$ cat src/design/sorted_frame_priority_queue_unit_assert.svh
// Assertion macros used by the queue RTL.
`ifndef SORTED_FRAME_PRIORITY_QUEUE_UNIT_ASSERT_SVH
`define SORTED_FRAME_PRIORITY_QUEUE_UNIT_ASSERT_SVH

`ifndef SYNTH

// prop must hold at every clock edge out of reset
`define SFPQ_ASSERT(lbl, clk, rst_n, prop, msg) \
	lbl: assert property (@(posedge clk) disable iff (!rst_n) (prop)) else $error(msg);

// cons must hold in the cycle after ante
`define SFPQ_ASSERT_NEXT(lbl, clk, rst_n, ante, cons, msg) \
	lbl: assert property (@(posedge clk) disable iff (!rst_n) (ante) |=> (cons)) else $error(msg);

`else

`define SFPQ_ASSERT(lbl, clk, rst_n, prop, msg)
`define SFPQ_ASSERT_NEXT(lbl, clk, rst_n, ante, cons, msg)

`endif

`endif

$ cat src/design/sfpq_pkg.sv
package sfpq_pkg;

	localparam int KEY_BITS       = 64;
	localparam int CFG_BITS       = 5;
	localparam int COUNT_OUT_BITS = 5;
	localparam int CAPACITY_RESET = 16;

	typedef enum logic [1:0] {
		MODE_PUSH     = 2'd0,
		MODE_POP      = 2'd1,
		MODE_POP_TYPE = 2'd2,
		MODE_RESERVED = 2'd3
	} mode_t;

	typedef enum logic [1:0] {
		ST_OK        = 2'd0,
		ST_FULL      = 2'd1,
		ST_EMPTY     = 2'd2,
		ST_NOT_READY = 2'd3
	} status_t;

	typedef enum logic {
		REG_CAPACITY       = 1'b0,
		REG_FILL_THRESHOLD = 1'b1
	} cfg_reg_t;

	// per-cell control for one queue operation
	typedef struct packed {
		logic push;   // insert new entry this cycle
		logic pop;    // shift toward head this cycle
		logic valid;  // cell holds a live entry
		logic tail;   // first empty cell
	} cell_ctl_t;

endpackage

$ cat src/design/sfpq_cell.sv
module sfpq_cell #(
	parameter int TYPE_BITS   = 4,
	parameter int HANDLE_BITS = 16
) (
	input  logic                          clk,
	input  sfpq_pkg::cell_ctl_t           ctl,
	input  logic [sfpq_pkg::KEY_BITS-1:0] new_key,
	input  logic [TYPE_BITS-1:0]          new_type,
	input  logic [HANDLE_BITS-1:0]        new_handle,
	input  logic                          prev_gt,
	input  logic [sfpq_pkg::KEY_BITS-1:0] prev_key,
	input  logic [TYPE_BITS-1:0]          prev_type,
	input  logic [HANDLE_BITS-1:0]        prev_handle,
	input  logic [sfpq_pkg::KEY_BITS-1:0] next_key,
	input  logic [TYPE_BITS-1:0]          next_type,
	input  logic [HANDLE_BITS-1:0]        next_handle,
	output logic                          gt,
	output logic [sfpq_pkg::KEY_BITS-1:0] cur_key,
	output logic [TYPE_BITS-1:0]          cur_type,
	output logic [HANDLE_BITS-1:0]        cur_handle
);
	import sfpq_pkg::*;

	logic [KEY_BITS-1:0]    key_q;
	logic [TYPE_BITS-1:0]   type_q;
	logic [HANDLE_BITS-1:0] handle_q;
	logic                   take_new;

	// keys are sorted, so gt is a run of ones from the insert point to the last live entry
	assign gt       = ctl.valid && (key_q > new_key);
	assign take_new = !prev_gt && (gt || ctl.tail);

	always_ff @(posedge clk) begin
		if (ctl.pop) begin
			key_q    <= next_key;
			type_q   <= next_type;
			handle_q <= next_handle;
		end else if (ctl.push) begin
			if (prev_gt) begin
				key_q    <= prev_key;
				type_q   <= prev_type;
				handle_q <= prev_handle;
			end else if (take_new) begin
				key_q    <= new_key;
				type_q   <= new_type;
				handle_q <= new_handle;
			end
		end
	end

	assign cur_key    = key_q;
	assign cur_type   = type_q;
	assign cur_handle = handle_q;

endmodule

$ cat src/design/sorted_frame_priority_queue_unit.sv
// Sorted priority queue of up to DEPTH frame entries, smallest 64-bit key at the
// head; equal keys leave in arrival order. Entries live in a row of cells, each
// comparing its key against the incoming one, so the row is updated in parallel:
// an accepted operation returns its result in the output register on the
// next cycle, and a new operation is taken every cycle the result is consumed.
// Throughput is set by the per-cell 64-bit compare feeding the shift of the row.
// Mode 0 pushes, mode 1 pops the head, mode 2 pops it only when the queue is not
// preparing and its frame type matches. Configuration (capacity, fill threshold)
// must be written via the cfg port only while the queue is idle; not enforced.
`include "sorted_frame_priority_queue_unit_assert.svh"

module sorted_frame_priority_queue_unit #(
	parameter int DEPTH       = 16,
	parameter int TYPE_BITS   = 4,
	parameter int HANDLE_BITS = 16
) (
	input  logic                                clk,
	input  logic                                arst_n,
	input  logic                                cfg_valid,
	output logic                                cfg_ready,
	input  logic                                cfg_index,
	input  logic [sfpq_pkg::CFG_BITS-1:0]       cfg_data,
	input  logic                                in_valid,
	output logic                                in_ready,
	input  logic [1:0]                          mode,
	input  logic [sfpq_pkg::KEY_BITS-1:0]       sort_key,
	input  logic [TYPE_BITS-1:0]                frame_type,
	input  logic [HANDLE_BITS-1:0]              payload_handle,
	output logic                                out_valid,
	input  logic                                out_ready,
	output logic [1:0]                          status,
	output logic [HANDLE_BITS-1:0]              out_handle,
	output logic [sfpq_pkg::KEY_BITS-1:0]       out_key,
	output logic [TYPE_BITS-1:0]                out_type,
	output logic [sfpq_pkg::COUNT_OUT_BITS-1:0] fill_count,
	output logic                                preparing_flag
);
	import sfpq_pkg::*;

	localparam int CW   = $clog2(DEPTH + 1);
	localparam int CMPW = (CW > CFG_BITS) ? CW : CFG_BITS;

	logic [CFG_BITS-1:0] capacity_q;
	logic [CFG_BITS-1:0] thr_q;
	logic [CW-1:0]       count_q;
	logic                prep_q;

	logic                   out_valid_q;
	status_t                status_q;
	logic [HANDLE_BITS-1:0] handle_q;
	logic [KEY_BITS-1:0]    key_q;
	logic [TYPE_BITS-1:0]   type_q;
	logic [CW-1:0]          count_out_q;
	logic                   prep_out_q;

	cell_ctl_t              ctl    [DEPTH];
	logic                   gt     [DEPTH];
	logic [KEY_BITS-1:0]    c_key  [DEPTH];
	logic [TYPE_BITS-1:0]   c_type [DEPTH];
	logic [HANDLE_BITS-1:0] c_hdl  [DEPTH];

	logic          in_fire;
	logic          push_ok;
	logic          pop_ok;
	status_t       status_d;
	logic [CW-1:0] count_d;
	logic          prep_d;
	logic [CMPW-1:0] cap_eff;
	logic          full;
	logic [CW-1:0] count_inc;
	logic [CW-1:0] count_dec;

	assign cfg_ready = 1'b1;
	assign in_ready  = !out_valid_q || out_ready;
	assign in_fire   = in_valid && in_ready;

	always_ff @(posedge clk or negedge arst_n) begin
		if (!arst_n) begin
			capacity_q <= CFG_BITS'(CAPACITY_RESET);
			thr_q      <= '0;
		end else if (cfg_valid) begin
			case (cfg_index)
				REG_CAPACITY:       capacity_q <= cfg_data;
				REG_FILL_THRESHOLD: thr_q      <= cfg_data;
				default:            ;
			endcase
		end
	end

	assign cap_eff   = (CMPW'(capacity_q) > CMPW'(DEPTH)) ? CMPW'(DEPTH) : CMPW'(capacity_q);
	assign full      = CMPW'(count_q) >= cap_eff;
	assign count_inc = count_q + 1'b1;
	assign count_dec = count_q - 1'b1;

	always_comb begin
		push_ok  = 1'b0;
		pop_ok   = 1'b0;
		status_d = ST_OK;
		case (mode)
			MODE_PUSH: begin
				if (full) status_d = ST_FULL;
				else      push_ok  = 1'b1;
			end
			MODE_POP: begin
				if (count_q == '0) status_d = ST_EMPTY;
				else               pop_ok   = 1'b1;
			end
			MODE_POP_TYPE: begin
				if (count_q == '0)                        status_d = ST_EMPTY;
				else if (prep_q || c_type[0] != frame_type) status_d = ST_NOT_READY;
				else                                      pop_ok   = 1'b1;
			end
			default: ;
		endcase
	end

	always_comb begin
		count_d = count_q;
		prep_d  = prep_q;
		if (push_ok) begin
			count_d = count_inc;
			if (CMPW'(count_inc) >= CMPW'(thr_q)) prep_d = 1'b0;
		end else if (pop_ok) begin
			count_d = count_dec;
			if (count_dec == '0) prep_d = 1'b1;
		end
	end

	always_ff @(posedge clk or negedge arst_n) begin
		if (!arst_n) begin
			count_q     <= '0;
			prep_q      <= 1'b1;
			out_valid_q <= 1'b0;
		end else begin
			if (in_fire) begin
				count_q     <= count_d;
				prep_q      <= prep_d;
				out_valid_q <= 1'b1;
			end else if (out_ready) begin
				out_valid_q <= 1'b0;
			end
		end
	end

	always_ff @(posedge clk) begin
		if (in_fire) begin
			status_q    <= status_d;
			handle_q    <= pop_ok ? c_hdl[0]  : '0;
			key_q       <= pop_ok ? c_key[0]  : '0;
			type_q      <= pop_ok ? c_type[0] : '0;
			count_out_q <= count_d;
			prep_out_q  <= prep_d;
		end
	end

	for (genvar i = 0; i < DEPTH; i++) begin : g_cell
		logic                   p_gt;
		logic [KEY_BITS-1:0]    p_key;
		logic [TYPE_BITS-1:0]   p_type;
		logic [HANDLE_BITS-1:0] p_hdl;
		logic [KEY_BITS-1:0]    n_key;
		logic [TYPE_BITS-1:0]   n_type;
		logic [HANDLE_BITS-1:0] n_hdl;

		assign ctl[i].push  = in_fire && push_ok;
		assign ctl[i].pop   = in_fire && pop_ok;
		assign ctl[i].valid = CW'(i) < count_q;
		assign ctl[i].tail  = CW'(i) == count_q;

		if (i == 0) begin : g_first
			assign p_gt   = 1'b0;
			assign p_key  = sort_key;
			assign p_type = frame_type;
			assign p_hdl  = payload_handle;
		end else begin : g_mid
			assign p_gt   = gt[i-1];
			assign p_key  = c_key[i-1];
			assign p_type = c_type[i-1];
			assign p_hdl  = c_hdl[i-1];
		end

		if (i == DEPTH - 1) begin : g_last
			assign n_key  = c_key[i];
			assign n_type = c_type[i];
			assign n_hdl  = c_hdl[i];
		end else begin : g_inner
			assign n_key  = c_key[i+1];
			assign n_type = c_type[i+1];
			assign n_hdl  = c_hdl[i+1];
		end

		sfpq_cell #(
			.TYPE_BITS   (TYPE_BITS),
			.HANDLE_BITS (HANDLE_BITS)
		) u_cell (
			.clk         (clk),
			.ctl         (ctl[i]),
			.new_key     (sort_key),
			.new_type    (frame_type),
			.new_handle  (payload_handle),
			.prev_gt     (p_gt),
			.prev_key    (p_key),
			.prev_type   (p_type),
			.prev_handle (p_hdl),
			.next_key    (n_key),
			.next_type   (n_type),
			.next_handle (n_hdl),
			.gt          (gt[i]),
			.cur_key     (c_key[i]),
			.cur_type    (c_type[i]),
			.cur_handle  (c_hdl[i])
		);
	end

	assign out_valid      = out_valid_q;
	assign status         = status_q;
	assign out_handle     = handle_q;
	assign out_key        = key_q;
	assign out_type       = type_q;
	assign fill_count     = COUNT_OUT_BITS'(count_out_q);
	assign preparing_flag = prep_out_q;

	`SFPQ_ASSERT(a_count_range, clk, arst_n, count_q <= CW'(DEPTH), "count above depth")
	`SFPQ_ASSERT(a_empty_prep, clk, arst_n, (count_q != '0) || prep_q, "empty queue not preparing")
	`SFPQ_ASSERT_NEXT(a_push_count, clk, arst_n, in_fire && push_ok, count_q == $past(count_q) + 1'b1, "push did not grow count")
	`SFPQ_ASSERT_NEXT(a_pop_count, clk, arst_n, in_fire && pop_ok, count_q == $past(count_q) - 1'b1, "pop did not shrink count")
	`SFPQ_ASSERT(a_nopop_zero, clk, arst_n, !out_valid_q || status_q == ST_OK || (key_q == '0 && handle_q == '0), "failed op carries entry data")

endmodule
$ cat config.mk
export PLATFORM = sky130hd
export DESIGN_NAME = sorted_frame_priority_queue_unit
export DESIGN_NICKNAME = d
export VERILOG_FILES = /design/src/design/sfpq_pkg.sv /design/src/design/sfpq_cell.sv /design/src/design/sorted_frame_priority_queue_unit.sv
export VERILOG_INCLUDE_DIRS = /design/src /design/src/design
export SDC_FILE = /design/constraint.sdc
export NUM_CORES = 2
export LEC_CHECK = 0
export ABC_AREA = 1
export BUFFER_PORTS_ARGS = -buffer_cell sky130_fd_sc_hd__buf_4
export CORE_ASPECT_RATIO = 0.7
export CORE_UTILIZATION = 32
export CTS_CLUSTER_SIZE = 20
export DETAILED_ROUTE_END_ITERATION = 8
export PLACE_DENSITY_LB_ADDON = 0.15
export SKIP_CTS_REPAIR_TIMING = 1
export SYNTH_ARGS = -nofsm -noshare
export SYNTH_HDL_FRONTEND = slang
export SYNTH_SLANG_ARGS = --single-unit
$ cat constraint.sdc
create_clock -name clk -period 5.4 [get_ports clk]
set_clock_uncertainty 0.05 [all_clocks]
set_input_delay 0.54 -clock clk [delete_from_list [all_inputs] [get_ports clk]]
set_output_delay 0.54 -clock clk [all_outputs]
set_load 0.005 [all_outputs]
---- Yosys cells after proc, flatten, opt, wreduce, memory -nomap -nowiden ----
Index checks and enable logic that the tools add are counted.
word-level totals
  logic and storage cells ................. 426
  register bits after elaboration ......... 1453
  output and inout port bits .............. 95
  input bits .............................. 97
operators by class
  equality and inequality tests ........... 18
  $add $sub $neg .......................... 2
  $lt $le $gt $ge ......................... 35
  multiplexer cells ....................... 203
  reductions and logical operators ........ 107
  bitwise operators ....................... 2
operators by type and width
  cell                                                        number
  two-way mux 64 bit                                          61
  greater-than comparator 64 bit                              16
  two-way mux 16 bit                                          61
  two-way mux 4 bit                                           61
  nonzero test 3 bit                                          14
  equality test 4 x 5 -> 1 bit (first input constant)         8
  less-than comparator 4 x 5 -> 1 bit (first input constant)  8
  logical AND 1 bit                                           34
  AND reduction 2 bit                                         17
  equality test 3 x 5 -> 1 bit (first input constant)         4
  less-than comparator 3 x 5 -> 1 bit (first input constant)  4
  logical OR 1 bit                                            18
  zero test 1 bit                                             16
  two-way mux 5 bit                                           3
  two-way mux 1 bit                                           12
  equality test 2 x 5 -> 1 bit (first input constant)         2
  >= comparator 5 bit                                         2
  zero test 5 bit                                             2
  less-than comparator 1 x 5 -> 1 bit (first input constant)  2
  less-than comparator 2 x 5 -> 1 bit (first input constant)  2
  nonzero test 2 bit                                          4
  two-way mux 2 bit                                           3
  one-hot mux 2 bit (3 select lines)                          1
  adder 5 x 1 -> 5 bit (second input constant)                1
  other kinds (10)                                            11

---- Depth between registers and ports, before layout ----
  depth in word-level cells ............... 8
  gate-level depth with buffers ........... 21
  mapped depth without buffers ............ 19

---- Cells and area by module ----
A second synthesis with hierarchy kept.
second synthesis, totals
  cell total of the unflattened synthesis .. 11479
  area, all modules ....................... 101586.2 um^2
by module, submodules not included
  module                            area each (um^2)  cells an instance  instances  seq. area each (um^2)
  sfpq_cell                         6025.8            684                16         2522.4
  sorted_frame_priority_queue_unit  5173.7            535                1          3190.6

---- Worst setup path before layout ----
No wires, ideal clock.
  kind .................................... input port to flip-flop
  from .................................... input port sort_key[47] in the netlist's numbering
  to ...................................... register g_cell[2].u_cell.handle_q[0] (enable)
  slack ................................... -1429 ps
  cell stages on the path ................. 13
  data arrival time ....................... 6249 ps
  library setup time ...................... 529 ps
  path buffers ............................ 2
  data required time ...................... 4821 ps
  cells stage by stage .................... inv_1 > buf_1 > ha_1 > nand2_1 > nor4_1 > and3_1 > nand2_1 > nand2_1 > nand2_1 > buf_2 > nand2_1 > nor2_1 > nor2_1
on the way
  cells in the longest elaborated chain, start to end .. 6
  elaborated cells between the ends (all ways) .. 9
  classes of those cells .................. order compare (2); reduce/logical (7)
ends and longest elaborated chain
  item                                                        line                                    RTL
  start: declaration                                          sorted_frame_priority_queue_unit.sv:26  input logic [sfpq_pkg::KEY_BITS-1:0] sort_key,
  greater-than comparator 64 bit                              sfpq_cell.sv:30                         assign gt = ctl.valid && (key_q > new_key);
  logical AND 1 bit                                           sfpq_cell.sv:30
  zero test 1 bit / logical OR 1 bit (equally long branches)  sfpq_cell.sv:31                         assign take_new = !prev_gt && (gt || ctl.tail);
  logical AND 1 bit                                           sfpq_cell.sv:31
  nonzero test 3 bit (no source line) (*)                     --
  AND reduction 2 bit (no source line) (*)                    --
  end signal: assignment                                      sfpq_cell.sv:37                         handle_q <= next_handle;
  end signal: assignment                                      sfpq_cell.sv:42                         handle_q <= prev_handle;
  end signal: assignment                                      sfpq_cell.sv:46                         handle_q <= new_handle;
  end: declaration                                            sfpq_cell.sv:26                         logic [HANDLE_BITS-1:0] handle_q;
Every way passes the cells marked *; elsewhere a longest branch is shown, timed or not.
A chain may end at the register's enable or synchronous reset.

---- Final worst setup path ----
  from .................................... input port sort_key[61] in the netlist's numbering
  to ...................................... register g_cell[1].u_cell.key_q[36] (enable)
on the way
  cells in the longest elaborated chain, start to end .. 6
  elaborated cells between the ends (all ways) .. 9
  classes of those cells .................. order compare (2); reduce/logical (7)
ends and longest elaborated chain
  item                                                        line             RTL
  greater-than comparator 64 bit                              sfpq_cell.sv:30
  logical AND 1 bit                                           sfpq_cell.sv:30
  zero test 1 bit / logical OR 1 bit (equally long branches)  sfpq_cell.sv:31
  logical AND 1 bit                                           sfpq_cell.sv:31
  nonzero test 3 bit (no source line) (*)                     --
  AND reduction 2 bit (no source line) (*)                    --
  end signal: assignment                                      sfpq_cell.sv:35  key_q <= next_key;
  end signal: assignment                                      sfpq_cell.sv:40  key_q <= prev_key;
  end signal: assignment                                      sfpq_cell.sv:44  key_q <= new_key;
  end: declaration                                            sfpq_cell.sv:24  logic [KEY_BITS-1:0] key_q;
Marks and branches as above.

==> metrics <==
final WL 434000 µm; leakage approximately 0.056 µW; critical path peak fanout 34; GR Overflow Total 0; status finished, violations left; share of the synthesized area in the top cell type between 40% and 50%; Final nets around 15000; routed len/inst around 24 µm; post-synthesis sequential area ratio between 40 and 50%; Fin. Hold Viols 0; first-pass GRT wire length around 630000 µm; failing checks design-rule violations; Routed Antenna Nets 0; RSZ-0062 raised after global routing false; R2R setup slack 0.44 ns; Mapped Avg Cell Area 7.68 µm²; dpl hpwl 286000 µm; CP startpoint kind primary input; type of the tightest min-delay check in2async; Layout area overhead 13.6%; drt initial violations 11400; WS Path Type in2reg; clock slew at reported path FFs around 0.07 ns; Reg-to-Reg End g_cell[1].u_cell.cur_key[36]; Slew HR 18.4%; # rows ~170; total core area around 320000 µm²; syn_nets 14600; Die Span Y 478 µm; reg-to-reg startpoint g_cell[0].u_cell.cur_key[63]; Max IR drop VDD around 0.00065 V; P per Cell Area 394 nW/µm²; clk buf depth 4; largest net degree at the start of global routing between 100 and 150; Post-synth top flop edfxtp_1; clock insertion delay at the later pin of the skew report 0.89 ns; Tmin final a little over 5 ns; initial antenna violation count 9; Setup TNS 0 ns; worst path arrival time between 5 and 6 ns; port bufs 190; dominant cells by area after synthesis edfxtp_1 (42%), nand2_1 (18%), ha_1 (13%), nand3_1 (12%), inv_1 (5.3%); gpl congestion around 0.9; starting density of the core 32.2%; Critical Path Source sort_key[61]; Cells after DPL around 18000; Worst Path Required 5.86 ns; Synth Register Bits 1453; Synth warnings 0; cell count of the worst reg-to-reg path 13; Slew @ Worst Pin 1.22 ns; EDFF count, synth 1436; DRC errors left 12; Fin Hold WS 0.0127 ns; aggregate global-route resource usage 25.9%; Clock Tree Root clkbuf_16; CTS sink count 1453; CTS tree built; Synth Cell Area 104000 µm²; area leader, netlist edfxtp_1; number of max-cap violations 0; Cells after Synth approximately 13000; I/O Pins 192; PnR Total Power 46300 µW; ys async rst share 1.17%; DR vias/cell 5.24; Finished Layout Cells ~18000; Fmax achieved 199 MHz; Final Core Density 36.6%; Commonest cells post-synth nand2_1 (4848), nand3_1 (2423), inv_1 (1463), edfxtp_1 (1436), ha_1 (1043); Final Max Slew Viols 0; final setup violating endpoints 0; CP endpoint kind register; vias 94100; CTS Buf Count about 180; H-tree depth 4; period utilization 93.1%; vias in the first global route 87800; die area approximately 330000 µm²; first drt pass iteration count 9; count leader, synth nand2_1; share of post-route cells with drive strength above 1 about 6.3%; Unique masters post-synth 43; die width 682 µm
[logic make-up after synthesis]
kind of cell | after synthesis | synth area share (%)
and+or+nand+nor | 7831 | 31.7
other | 1 | 0.00362
xor gates and xnor gates | 6 | 0.0508
DFF | 1453 | 42.1
AOI/OAI and AO/OA | 884 | 4.52
buffers and inverters | 2253 | 9.03
adders and majority gates | 1043 | 12.6
[layer usage]
metal	track usage, %	vias to the layer above	share of wire, %
met5	0	-	0.0039
met4	6.56	4	2.7
met3	5.03	488	9.4
met2	35.1	4095	39
met1	41.1	44800	49
li1	-	44700	-
[worst max-delay path, cell delays in order]
cell and delay (ns):
dlygate4sd3_1 0.66, buf_4 0.18, inv_1 0.08, ha_1 0.31, nand4_1 0.36, nor3_1 0.55, and3_1 0.39, nand2_1 0.54
clkinv_1 0.13, nand2_1 0.10, nand2_4 0.10, nand2_4 0.06, nand2_1 0.06, nor2_1 0.09, nor2_4 0.85, buf_12 0.31
[cell usage in the layout, fill, tap and decap left out, types with 38 or more instances in the layout]
master / count
nand3_1: 2423
dlygate4sd3_1: 88
buf_4: 404
o21a_1: 67
nor3_1: 42
nor2_1: 369
nand2_1: 4819
clkinv_1: 38
edfxtp_1: 1436
o21ai_0: 245
ha_1: 1043
inv_1: 1460
clkbuf_16: 185
a21oi_1: 533
nand4_1: 84
buf_12: 118
[per-stage QoR]
| stage | worst slack (ns) | area (µm²) |
|---|---|---|
| after floorplan | 0.0374 | 104000 |
| after global placement | 0.211 | 111000 |
| after detailed placement | 0.230 | 111000 |
| after CTS | 0.588 | 117000 |
| after global routing | 0.309 | 118000 |
| final | 0.373 | 118000 |
[sequential cells by signal (all words and copies together), names as in the netlist]
register,cells
g_cell.u_cell.cur_handle,256
fill_count,5
g_cell.u_cell.cur_type,64
prep_q,1
out_handle,16
status,2
capacity_q,5
count_q,5
preparing_flag,1
out_type,4
out_key,64
thr_q,5
out_valid,1
g_cell.u_cell.cur_key,1024
[layout make-up]
type                            instances  area (µm²)
Inverter                             1476        5560
Tap cell                             4312        5400
Antenna cell                            1        2.50
Sequential cell                      1453       43500
Multi-Input combinational cell       9765       51100
Clock inverter                        103         970
Clock buffer                          220        4760
Fill cell                           33800      204000
Timing Repair Buffer                  610        6280
[worst max-delay path by stage]
stage                                     endpoint  slack [ns]  cells after the start
floorplan           g_cell[2].u_cell.cur_handle[0]        0.04                     13
global route          g_cell[1].u_cell.cur_key[36]        0.31                     16
detailed placement    g_cell[1].u_cell.cur_key[34]        0.23                     15
CTS                   g_cell[1].u_cell.cur_key[34]        0.59                     13
finish                g_cell[1].u_cell.cur_key[36]        0.37                     16
global placement      g_cell[1].u_cell.cur_key[32]        0.21                     15
[power breakdown]
group | leakage, µW | switching [µW] | total [µW] | internal, µW
clock | 0.00279 | 5550 | 12600 | 7080
combinational | 0.0396 | 13600 | 18300 | 4730
sequential | 0.0132 | 776 | 15300 | 14500
Note: power is estimated with default switching activity, not from simulation.
